### src/hw/rtl/cti_pkg.sv
// Shared types and constants for the calibration table interpolator.
package cti_pkg;

  // Opcodes carried on the input word.
  localparam logic [1:0] OP_LOOKUP = 2'd0;
  localparam logic [1:0] OP_STORE  = 2'd1;
  localparam logic [1:0] OP_CLEAR  = 2'd2;

  // Command kinds after the front end has classified a word.
  localparam logic [1:0] KIND_LOOKUP = 2'd0;
  localparam logic [1:0] KIND_STORE  = 2'd1;
  localparam logic [1:0] KIND_CLEAR  = 2'd2;
  localparam logic [1:0] KIND_NOP    = 2'd3;

  // Field widths.
  localparam int SAMPLE_W = 10;
  localparam int PULSE_W  = 16;
  localparam int INDEX_W  = 3;
  localparam int ENTRY_W  = SAMPLE_W + PULSE_W;

  // Command queue geometry.
  localparam int QDEPTH = 2;
  localparam int QPTR_W = 1;
  localparam int QCNT_W = 2;

  // Serial divider: magnitude of the numerator fits in 27 bits.
  localparam int PROD_W    = 28;
  localparam int DIV_STEPS = 27;
  localparam int DIV_CNT_W = 5;

  // One classified command.
  typedef struct packed {
    logic [1:0]          kind;
    logic [SAMPLE_W-1:0] sample;
    logic [INDEX_W-1:0]  idx;
    logic [PULSE_W-1:0]  pwm;
  } cmd_t;

endpackage

### src/hw/rtl/cti_ram.sv
// Generic single write port RAM with a registered read port.
module cti_ram #(
  parameter int WIDTH = 26,
  parameter int DEPTH = 8
) (
  input  logic                     clk,
  input  logic                     we,
  input  logic [$clog2(DEPTH)-1:0] waddr,
  input  logic [WIDTH-1:0]         wdata,
  input  logic                     re,
  input  logic [$clog2(DEPTH)-1:0] raddr,
  output logic [WIDTH-1:0]         rdata
);

  logic [WIDTH-1:0] mem [DEPTH];
  logic [WIDTH-1:0] rdata_r;

  // Write port.
  always_ff @(posedge clk) begin
    if (we) begin
      mem[waddr] <= wdata;
    end
  end

  // Registered read port.
  always_ff @(posedge clk) begin
    if (re) begin
      rdata_r <= mem[raddr];
    end
  end

  assign rdata = rdata_r;

endmodule

### src/hw/rtl/cti_front.sv
// Front end: accepts input words and classifies them into commands.
module cti_front #(
  parameter int NUM_POINTS = 8
) (
  input  logic                          clk,
  input  logic                          rst_n,
  input  logic                          in_valid,
  output logic                          in_stall,
  input  logic [1:0]                    in_opcode,
  input  logic [cti_pkg::SAMPLE_W-1:0]  in_adc_sample,
  input  logic [cti_pkg::INDEX_W-1:0]   in_entry_index,
  input  logic [cti_pkg::PULSE_W-1:0]   in_entry_pwm,
  output logic                          cmd_valid,
  input  logic                          cmd_stall,
  output cti_pkg::cmd_t                 cmd
);

  logic          slot_v_r;
  cti_pkg::cmd_t slot_r;
  cti_pkg::cmd_t dec;
  logic          in_take;
  logic          idx_ok;

  // A store to an entry beyond the table is dropped as a no-op.
  assign idx_ok = (7'(in_entry_index) < 7'(NUM_POINTS));

  // Classify the incoming word.
  always_comb begin
    dec.sample = in_adc_sample;
    dec.idx    = in_entry_index;
    dec.pwm    = in_entry_pwm;
    case (in_opcode)
      cti_pkg::OP_LOOKUP: dec.kind = cti_pkg::KIND_LOOKUP;
      cti_pkg::OP_STORE:  dec.kind = idx_ok ? cti_pkg::KIND_STORE : cti_pkg::KIND_NOP;
      cti_pkg::OP_CLEAR:  dec.kind = cti_pkg::KIND_CLEAR;
      default:            dec.kind = cti_pkg::KIND_NOP;
    endcase
  end

  // The slot can take a word when it is empty or draining this cycle.
  assign in_stall = slot_v_r && cmd_stall;
  assign in_take  = in_valid && !in_stall;

  always_ff @(posedge clk) begin
    if (!rst_n) begin
      slot_v_r <= 1'b0;
    end else if (in_take) begin
      slot_v_r <= 1'b1;
    end else if (!cmd_stall) begin
      slot_v_r <= 1'b0;
    end
  end

  always_ff @(posedge clk) begin
    if (in_take) begin
      slot_r <= dec;
    end
  end

  assign cmd_valid = slot_v_r;
  assign cmd       = slot_r;

endmodule

### src/hw/rtl/cti_queue.sv
// Short command queue between the front end and the back end.
module cti_queue (
  input  logic          clk,
  input  logic          rst_n,
  input  logic          push_valid,
  output logic          push_stall,
  input  cti_pkg::cmd_t push_cmd,
  output logic          pop_valid,
  input  logic          pop_stall,
  output cti_pkg::cmd_t pop_cmd
);

  cti_pkg::cmd_t                entries_r [cti_pkg::QDEPTH];
  logic [cti_pkg::QPTR_W-1:0]   wptr_r;
  logic [cti_pkg::QPTR_W-1:0]   rptr_r;
  logic [cti_pkg::QCNT_W-1:0]   count_r;
  logic                         push;
  logic                         pop;

  assign push_stall = (count_r == cti_pkg::QCNT_W'(cti_pkg::QDEPTH));
  assign pop_valid  = (count_r != '0);
  assign push       = push_valid && !push_stall;
  assign pop        = pop_valid && !pop_stall;
  assign pop_cmd    = entries_r[rptr_r];

  // Pointers and fill count.
  always_ff @(posedge clk) begin
    if (!rst_n) begin
      wptr_r  <= '0;
      rptr_r  <= '0;
      count_r <= '0;
    end else begin
      if (push) begin
        wptr_r <= wptr_r + 1'b1;
      end
      if (pop) begin
        rptr_r <= rptr_r + 1'b1;
      end
      if (push && !pop) begin
        count_r <= count_r + 1'b1;
      end else if (pop && !push) begin
        count_r <= count_r - 1'b1;
      end
    end
  end

  // Queue storage.
  always_ff @(posedge clk) begin
    if (push) begin
      entries_r[wptr_r] <= push_cmd;
    end
  end

endmodule

### src/hw/rtl/cti_back.sv
// Back end: table storage, lookup scan, serial interpolation and result register.
module cti_back #(
  parameter int NUM_POINTS = 8
) (
  input  logic                          clk,
  input  logic                          rst_n,
  input  logic                          cmd_valid,
  output logic                          cmd_stall,
  input  cti_pkg::cmd_t                 cmd,
  output logic                          out_valid,
  input  logic                          out_stall,
  output logic                          out_status,
  output logic [cti_pkg::PULSE_W-1:0]   out_nearest_pwm,
  output logic [cti_pkg::PULSE_W-1:0]   out_interpolated_pwm
);

  localparam int IW = $clog2(NUM_POINTS);
  localparam int SW = cti_pkg::SAMPLE_W;
  localparam int PW = cti_pkg::PULSE_W;

  // Sequencer states.
  localparam logic [3:0] ST_IDLE     = 4'd0;
  localparam logic [3:0] ST_SCAN     = 4'd1;
  localparam logic [3:0] ST_SCAN_END = 4'd2;
  localparam logic [3:0] ST_RESOLVE  = 4'd3;
  localparam logic [3:0] ST_MUL      = 4'd4;
  localparam logic [3:0] ST_ADD      = 4'd5;
  localparam logic [3:0] ST_ABS      = 4'd6;
  localparam logic [3:0] ST_DIV      = 4'd7;
  localparam logic [3:0] ST_FIX      = 4'd8;
  localparam logic [3:0] ST_DONE     = 4'd9;

  logic [3:0]                 state_r;
  logic [3:0]                 state_nxt;
  logic [NUM_POINTS-1:0]      valid_r;
  logic [IW-1:0]              addr_r;
  logic                       eval_v_r;
  logic [IW-1:0]              eval_idx_r;
  logic [SW-1:0]              smp_r;
  logic                       have_le_r;
  logic                       have_ge_r;
  logic [SW-1:0]              dle_r;
  logic [SW-1:0]              dge_r;
  logic [SW-1:0]              le_s_r;
  logic [SW-1:0]              ge_s_r;
  logic [PW-1:0]              le_p_r;
  logic [PW-1:0]              ge_p_r;
  logic [SW-1:0]              span_r;
  logic signed [PW:0]         diff_r;
  logic signed [cti_pkg::PROD_W-1:0] prod_r;
  logic signed [cti_pkg::PROD_W-1:0] num_r;
  logic                       neg_r;
  logic [cti_pkg::DIV_STEPS-1:0] quo_r;
  logic [SW-1:0]              rem_r;
  logic [cti_pkg::DIV_CNT_W-1:0] cnt_r;
  logic                       res_status_r;
  logic [PW-1:0]              res_near_r;
  logic [PW-1:0]              res_interp_r;
  logic                       out_valid_r;
  logic                       out_status_r;
  logic [PW-1:0]              out_near_r;
  logic [PW-1:0]              out_interp_r;

  logic                       out_free;
  logic                       cmd_take;
  logic [6:0]                 idx_ext;
  logic [IW-1:0]              waddr;
  logic                       ram_we;
  logic                       ram_re;
  logic [cti_pkg::ENTRY_W-1:0] ram_rdata;
  logic [SW-1:0]              rd_s;
  logic [PW-1:0]              rd_p;
  logic                       ev_ok;
  logic                       le_upd;
  logic                       ge_upd;
  logic [SW:0]                span_inc;
  logic [SW-1:0]              half;
  logic signed [cti_pkg::PROD_W-1:0] neg_num;
  logic [SW:0]                trial;
  logic                       trial_ge;
  logic [PW-1:0]              q16;
  logic [PW-1:0]              q_signed;

  assign out_free  = !out_valid_r || !out_stall;
  assign cmd_stall = !((state_r == ST_IDLE) && out_free);
  assign cmd_take  = cmd_valid && !cmd_stall;

  // Store address; the front end has already dropped out-of-range stores.
  assign idx_ext = 7'(cmd.idx);
  assign waddr   = idx_ext[IW-1:0];
  assign ram_we  = cmd_take && (cmd.kind == cti_pkg::KIND_STORE);
  assign ram_re  = (state_r == ST_SCAN);

  cti_ram #(
    .WIDTH (cti_pkg::ENTRY_W),
    .DEPTH (NUM_POINTS)
  ) u_ram (
    .clk   (clk),
    .we    (ram_we),
    .waddr (waddr),
    .wdata ({cmd.sample, cmd.pwm}),
    .re    (ram_re),
    .raddr (addr_r),
    .rdata (ram_rdata)
  );

  assign rd_s = ram_rdata[cti_pkg::ENTRY_W-1:PW];
  assign rd_p = ram_rdata[PW-1:0];

  // Scan compare: strict less-than keeps the earliest entry on equal distance.
  assign ev_ok  = eval_v_r && valid_r[eval_idx_r];
  assign le_upd = ev_ok && (rd_s <= smp_r) && (!have_le_r || ((smp_r - rd_s) < dle_r));
  assign ge_upd = ev_ok && (rd_s >= smp_r) && (!have_ge_r || ((rd_s - smp_r) < dge_r));

  // Rounding term and numerator magnitude.
  assign span_inc = {1'b0, span_r} + 1'b1;
  assign half     = span_inc[SW:1];
  assign neg_num  = -num_r;

  // One restoring division step per cycle.
  assign trial    = {rem_r, quo_r[cti_pkg::DIV_STEPS-1]};
  assign trial_ge = (trial >= {1'b0, span_r});

  // Apply the quotient sign and add the lower point.
  assign q16      = quo_r[PW-1:0];
  assign q_signed = neg_r ? (~q16 + 1'b1) : q16;

  // Next-state logic.
  always_comb begin
    state_nxt = state_r;
    case (state_r)
      ST_IDLE: begin
        if (cmd_take && (cmd.kind == cti_pkg::KIND_LOOKUP)) begin
          state_nxt = ST_SCAN;
        end
      end
      ST_SCAN: begin
        if (addr_r == IW'(NUM_POINTS - 1)) begin
          state_nxt = ST_SCAN_END;
        end
      end
      ST_SCAN_END: state_nxt = ST_RESOLVE;
      ST_RESOLVE: begin
        if (have_le_r && have_ge_r && (dle_r != '0)) begin
          state_nxt = ST_MUL;
        end else begin
          state_nxt = ST_DONE;
        end
      end
      ST_MUL: state_nxt = ST_ADD;
      ST_ADD: state_nxt = ST_ABS;
      ST_ABS: state_nxt = ST_DIV;
      ST_DIV: begin
        if (cnt_r == cti_pkg::DIV_CNT_W'(cti_pkg::DIV_STEPS - 1)) begin
          state_nxt = ST_FIX;
        end
      end
      ST_FIX: state_nxt = ST_DONE;
      ST_DONE: begin
        if (out_free) begin
          state_nxt = ST_IDLE;
        end
      end
      default: state_nxt = ST_IDLE;
    endcase
  end

  // Control state: sequencer, valid marks, scan pipeline flag.
  always_ff @(posedge clk) begin
    if (!rst_n) begin
      state_r  <= ST_IDLE;
      valid_r  <= '0;
      eval_v_r <= 1'b0;
    end else begin
      state_r  <= state_nxt;
      eval_v_r <= (state_r == ST_SCAN);
      if (cmd_take && (cmd.kind == cti_pkg::KIND_CLEAR)) begin
        valid_r <= '0;
      end else if (ram_we) begin
        valid_r[waddr] <= 1'b1;
      end
    end
  end

  // Scan address and best-candidate tracking.
  always_ff @(posedge clk) begin
    if (cmd_take) begin
      smp_r     <= cmd.sample;
      addr_r    <= '0;
      have_le_r <= 1'b0;
      have_ge_r <= 1'b0;
    end else begin
      if (state_r == ST_SCAN) begin
        addr_r <= addr_r + 1'b1;
      end
      if (le_upd) begin
        have_le_r <= 1'b1;
        dle_r     <= smp_r - rd_s;
        le_s_r    <= rd_s;
        le_p_r    <= rd_p;
      end
      if (ge_upd) begin
        have_ge_r <= 1'b1;
        dge_r     <= rd_s - smp_r;
        ge_s_r    <= rd_s;
        ge_p_r    <= rd_p;
      end
    end
    eval_idx_r <= addr_r;
  end

  // Resolve the outcome, then multiply, round, divide and correct.
  always_ff @(posedge clk) begin
    case (state_r)
      ST_RESOLVE: begin
        span_r <= ge_s_r - le_s_r;
        diff_r <= $signed({1'b0, ge_p_r}) - $signed({1'b0, le_p_r});
        if (!have_le_r && !have_ge_r) begin
          res_status_r <= 1'b1;
          res_near_r   <= '0;
          res_interp_r <= '0;
        end else if (!have_le_r || (have_ge_r && (dle_r == '0))) begin
          res_status_r <= 1'b0;
          res_near_r   <= ge_p_r;
          res_interp_r <= ge_p_r;
        end else if (!have_ge_r) begin
          res_status_r <= 1'b0;
          res_near_r   <= le_p_r;
          res_interp_r <= le_p_r;
        end else begin
          res_status_r <= 1'b0;
          res_near_r   <= (dle_r < dge_r) ? le_p_r : ge_p_r;
        end
      end
      ST_MUL: begin
        prod_r <= cti_pkg::PROD_W'(diff_r * $signed({1'b0, dle_r}));
      end
      ST_ADD: begin
        num_r <= prod_r + $signed({{(cti_pkg::PROD_W - SW){1'b0}}, half});
      end
      ST_ABS: begin
        neg_r <= num_r[cti_pkg::PROD_W-1];
        quo_r <= num_r[cti_pkg::PROD_W-1] ? neg_num[cti_pkg::DIV_STEPS-1:0]
                                          : num_r[cti_pkg::DIV_STEPS-1:0];
        rem_r <= '0;
        cnt_r <= '0;
      end
      ST_DIV: begin
        rem_r <= trial_ge ? SW'(trial - {1'b0, span_r}) : trial[SW-1:0];
        quo_r <= {quo_r[cti_pkg::DIV_STEPS-2:0], trial_ge};
        cnt_r <= cnt_r + 1'b1;
      end
      ST_FIX: begin
        res_interp_r <= le_p_r + q_signed;
      end
      default: begin
      end
    endcase
  end

  // Output register: valid flag.
  always_ff @(posedge clk) begin
    if (!rst_n) begin
      out_valid_r <= 1'b0;
    end else if ((cmd_take && (cmd.kind != cti_pkg::KIND_LOOKUP)) ||
                 ((state_r == ST_DONE) && out_free)) begin
      out_valid_r <= 1'b1;
    end else if (!out_stall) begin
      out_valid_r <= 1'b0;
    end
  end

  // Output register: result word.
  always_ff @(posedge clk) begin
    if (cmd_take && (cmd.kind != cti_pkg::KIND_LOOKUP)) begin
      out_status_r <= 1'b0;
      out_near_r   <= '0;
      out_interp_r <= '0;
    end else if ((state_r == ST_DONE) && out_free) begin
      out_status_r <= res_status_r;
      out_near_r   <= res_near_r;
      out_interp_r <= res_interp_r;
    end
  end

  assign out_valid            = out_valid_r;
  assign out_status           = out_status_r;
  assign out_nearest_pwm      = out_near_r;
  assign out_interpolated_pwm = out_interp_r;

endmodule

### src/hw/rtl/calibration_table_interpolator.sv
// An interpolating lookup presents its result word after a scan with one RAM read per table
// entry, then a multiply, a rounding add, an absolute value, the serial divider and a fix-up.
// Lookups that need no interpolation skip the arithmetic; store, clear and no-op words load
// the output register as they are taken. The back end works on one command at a time, so a
// two-entry queue and the input slot keep accepting words while a lookup runs.
// Synchronous active-low reset empties the table, the queue and the output register.
module calibration_table_interpolator #(
  parameter int NUM_POINTS = 8
) (
  input  logic        clk,
  input  logic        rst_n,
  input  logic        in_valid,
  output logic        in_stall,
  input  logic [1:0]  in_opcode,
  input  logic [9:0]  in_adc_sample,
  input  logic [2:0]  in_entry_index,
  input  logic [15:0] in_entry_pwm,
  output logic        out_valid,
  input  logic        out_stall,
  output logic        out_status,
  output logic [15:0] out_nearest_pwm,
  output logic [15:0] out_interpolated_pwm
);

  logic          f_valid;
  logic          f_stall;
  cti_pkg::cmd_t f_cmd;
  logic          q_valid;
  logic          q_stall;
  cti_pkg::cmd_t q_cmd;

  // Accept and classify input words.
  cti_front #(
    .NUM_POINTS (NUM_POINTS)
  ) u_front (
    .clk            (clk),
    .rst_n          (rst_n),
    .in_valid       (in_valid),
    .in_stall       (in_stall),
    .in_opcode      (in_opcode),
    .in_adc_sample  (in_adc_sample),
    .in_entry_index (in_entry_index),
    .in_entry_pwm   (in_entry_pwm),
    .cmd_valid      (f_valid),
    .cmd_stall      (f_stall),
    .cmd            (f_cmd)
  );

  // Decouple the front end from the back end.
  cti_queue u_queue (
    .clk        (clk),
    .rst_n      (rst_n),
    .push_valid (f_valid),
    .push_stall (f_stall),
    .push_cmd   (f_cmd),
    .pop_valid  (q_valid),
    .pop_stall  (q_stall),
    .pop_cmd    (q_cmd)
  );

  // Execute commands and hold the result word.
  cti_back #(
    .NUM_POINTS (NUM_POINTS)
  ) u_back (
    .clk                  (clk),
    .rst_n                (rst_n),
    .cmd_valid            (q_valid),
    .cmd_stall            (q_stall),
    .cmd                  (q_cmd),
    .out_valid            (out_valid),
    .out_stall            (out_stall),
    .out_status           (out_status),
    .out_nearest_pwm      (out_nearest_pwm),
    .out_interpolated_pwm (out_interpolated_pwm)
  );

endmodule

### config.mk
export PLATFORM = sky130hd
export DESIGN_NAME = calibration_table_interpolator
export DESIGN_NICKNAME = d
export VERILOG_FILES = /design/src/hw/rtl/cti_pkg.sv /design/src/hw/rtl/cti_ram.sv /design/src/hw/rtl/cti_front.sv /design/src/hw/rtl/cti_queue.sv /design/src/hw/rtl/cti_back.sv /design/src/hw/rtl/calibration_table_interpolator.sv
export SDC_FILE = /design/constraint.sdc
export NUM_CORES = 1
export LEC_CHECK = 0
export BUFFER_PORTS_ARGS = -buffer_cell sky130_fd_sc_hd__buf_4
export CAP_MARGIN = 25
export CORE_UTILIZATION = 58
export DETAILED_ROUTE_END_ITERATION = 8
export PLACE_DENSITY = 0.83
export SYNTH_ARGS = -nofsm -noshare
export SYNTH_HDL_FRONTEND = slang
export SYNTH_HIERARCHICAL = 1
export SYNTH_SLANG_ARGS = --single-unit
### constraint.sdc
create_clock -name clk -period 6.38 [get_ports clk]
set_input_delay 0.638 -clock clk [delete_from_list [all_inputs] [get_ports clk]]
set_output_delay 0.638 -clock clk [all_outputs]
set_load 0.005 [all_outputs]
==> results.txt <==
clock sinks = 629
Syn Area/Cell = 12.7 sq um
post-DR wirelength/cell = 20.9 um
CTS Buf Count = 59
crit-path leading delay family = adder cells
total number of vias = 21400
Setup TNS Final = 0 ns
Fin Clk Skew = 0.0275 ns
CP arrival = 6.27 ns
Nets = 3173
PD cells = 339 nW/um^2
Final Cycle Share = 0.922
crit path max-delay cell type = fa_1
Post-synth EDFFs = 568
nature of the critical path endpoint = flip-flop
vias per std cell = 5.89
cell mode on critical path = fa_1
fillers = 4183
Least-Margin Pin Slew = 1.09 ns
FF-to-FF setup slack = 0.50 ns
crit path max fanout = 10
Setup CP Type = flip-flop to flip-flop
mapped cell area = 34700 sq um
Tot GR Track Use = 0.253
Req. time, crit path = 6.76 ns
worst vdd ir = 0.331 mV
register area = 18300 sq um
ys flop type = edfxtp_1
WHS = 0.183 ns
postcts setup bufs = 0
Setup crit start kind = flip-flop
die extent in y = 247 um
crit-path max cell delay = 0.54 ns
initial antenna violation count = 0
Finished Core Util = 0.649
clk buf depth = 3
hold_buf cts = 0
CP Cell Sequence = and2_1, fa_1, inv_1, fa_1, inv_1, fa_1, fa_1, inv_1, fa_1, inv_1, ha_1, a21o_1, or4_1, or3_4, a31oi_4, nand2_1, a211oi_1, nor2_1
Max Fclk = 0.170 GHz
row cnt = 89
number of diodes = 0
DRT iter0 DRCs = 1713
Synth Instances = 2731
Starting Density = 0.588
layout cells sized above 1 = 0.112
global-route wire length before repair = 118000 um
clk_lat worst skew = 0.65 ns
LEAKAGE = 0.0148 uW
Pre-antenna DRT Iters = 6
final hold violations = 0
final slew viol count = 0
Synth async-reset ratio = 0
residual DRC count = 0
HPWL after DPL = 54300 um
RSZ-0062 raised after global routing = false
Die Area = 60800 sq um
#FFs+latches synth = 629
synth warn = 6
core footprint = 59000 sq um
gpl congestion = 0.935
area taken by multi-input logic gates = 14900 sq um
sequential area share after synthesis = 0.527
HP Class = input port to flip-flop
IO Pins = 70
die width = 247 um
vias in the first global route = 21800
final WL = 75800 um
Antenna Nets Post-Route = 0
GRT Residual Overflow = 0
setup violators final = 0
Post-Syn Nets = 3103
outcome = finished, final reports clean
PostCTS Resize Cnt = 0
Worst-path clk slew = 0.06 ns
Max Cap Viol = 0
sum of buffers and inverters on the critical path = 4
Cell variety after synth = 86
# H-tree levels = 2
Final Critical Period = 5.88 ns
Area growth, synth to finish = 10.3%
CTS tree = done
# port buffers = 69
largest net degree at the start of global routing = 55
Slew HR = 0.275
clk root buf = clkbuf_16
## metrics by stage
| stage | total power (uW) | area [sq um] | setup slack, ns | std cells |
|---|---|---|---|---|
| finish | 13000 | 38300 | 0.496 | 3624 |
| global route | 13700 | 38300 | 0.229 | 3624 |
| CTS | 13000 | 38200 | 0.491 | 3622 |
| detailed placement | 9380 | 36200 | 0.536 | 3511 |
| global placement | 9200 | 36100 | 0.612 | 3510 |
| floorplan | 8370 | 34700 | 0.524 | 2731 |
## layout by cell type (no fill, tap or decap), types with 32 or more instances in the layout
cell type	netlist	layout
ha_1	177	177
and2_1	88	87
mux4_1	46	46
o21ai_0	77	77
a21oi_1	121	121
xnor2_1	86	86
nand2_1	262	262
dfxtp_1	61	58
inv_1	329	329
edfxtp_1	568	568
xor2_1	62	62
mux2_2	58	58
nor2_1	104	95
buf_4	0	100
fa_1	160	160
clkbuf_16	0	60
nand3_1	32	32
## where the power goes
group	total, uW	leakage, uW	internal [uW]	switching, uW
Clock	3640	0.00101	2110	1530
Combinational	4040	0.00817	1700	2340
Sequential	5300	0.00563	5080	222
Total	13000	0.0148	8890	4100
## path summary, 6_finish.rpt
check                             start                                 end  cells past startpoint
max          u_back/diff_r[3]$_DFFE_PP_         u_back/prod_r[22]$_DFFE_PP_                     18
min                     in_entry_pwm[7]            u_front/cmd[7]$_DFFE_PP_                      1
max reg2reg  u_back/diff_r[3]$_DFFE_PP_         u_back/prod_r[22]$_DFFE_PP_                     18
min reg2reg   u_front/cmd[28]$_DFFE_PP_  u_queue/entries_r[0][28]$_DFFE_PP_                      0
## cell usage after synthesis (15+ instances only)
master | n | share of area
dfxtp_1 | 61 | 0.035
a21o_1 | 30 | 0.0065
nand3_1 | 32 | 0.0046
o21ai_1 | 23 | 0.0033
mux4_1 | 46 | 0.035
fa_1 | 160 | 0.092
nand2b_1 | 19 | 0.0034
a22o_1 | 16 | 0.0040
o22ai_1 | 15 | 0.0027
and2_1 | 88 | 0.016
nand2_1 | 262 | 0.028
ha_1 | 177 | 0.064
a21oi_1 | 121 | 0.017
a211oi_1 | 15 | 0.0032
o21a_1 | 20 | 0.0043
xnor2_1 | 86 | 0.022
inv_1 | 329 | 0.036
xor2_1 | 62 | 0.016
clkbuf_1 | 83 | 0.0090
edfxtp_1 | 568 | 0.49
mux2i_1 | 23 | 0.0066
nor3_1 | 31 | 0.0045
mux2_2 | 58 | 0.019
nor2b_1 | 20 | 0.0036
nor2_1 | 104 | 0.011
o21ai_0 | 77 | 0.011
## metal layers
| layer | GRT usage | vias to the layer above | part of all wire |
|---|---|---|---|
| met1 | 0.334 | 10500 | 0.41 |
| met2 | 0.422 | 836 | 0.49 |
| met3 | 0.0325 | 183 | 0.063 |
| li1 | - | 9806 | - |
| met5 | 0 | - | 0 |
| met4 | 0.111 | 0 | 0.043 |
## cells by family (layout without fill, tap and decap cells)
logic type,count (synthesis),in the layout,share of synthesized area
mux,135,135,0.0655
fa+ha+maj,337,337,0.156
flops,629,629,0.527
xor+xnor,148,148,0.0373
buf+inv,424,544,0.0473
simple gates,638,638,0.0889
compound gates,420,420,0.0783
## flip-flops by register name, summed over array words and instances (netlist names), 16 cells and up, named ones only
| name | count |
|---|---|
| u_back/quo_r | 27 |
| u_back/u_ram/rdata | 26 |
| u_back/u_ram/mem | 208 |
| u_back/out_interpolated_pwm | 16 |
| u_back/diff_r | 17 |
| u_back/ge_p_r | 16 |
| u_back/res_interp_r | 16 |
| u_back/out_nearest_pwm | 16 |
| u_back/prod_r | 28 |
| u_back/le_p_r | 16 |
| u_queue/entries_r | 62 |
| u_back/res_near_r | 16 |
| u_front/cmd | 31 |
| u_back/num_r | 28 |
## area by class of cell
cell class / count / area share
Sequential cell: 629 / 0.477
Multi-Input combinational cell: 1678 / 0.389
Clock buffer: 81 / 0.0442
Inverter: 329 / 0.0323
Tap cell: 773 / 0.0253
Timing Repair Buffer: 104 / 0.0221
Clock inverter: 30 / 0.00967
(Power assumes the default switching activity.)
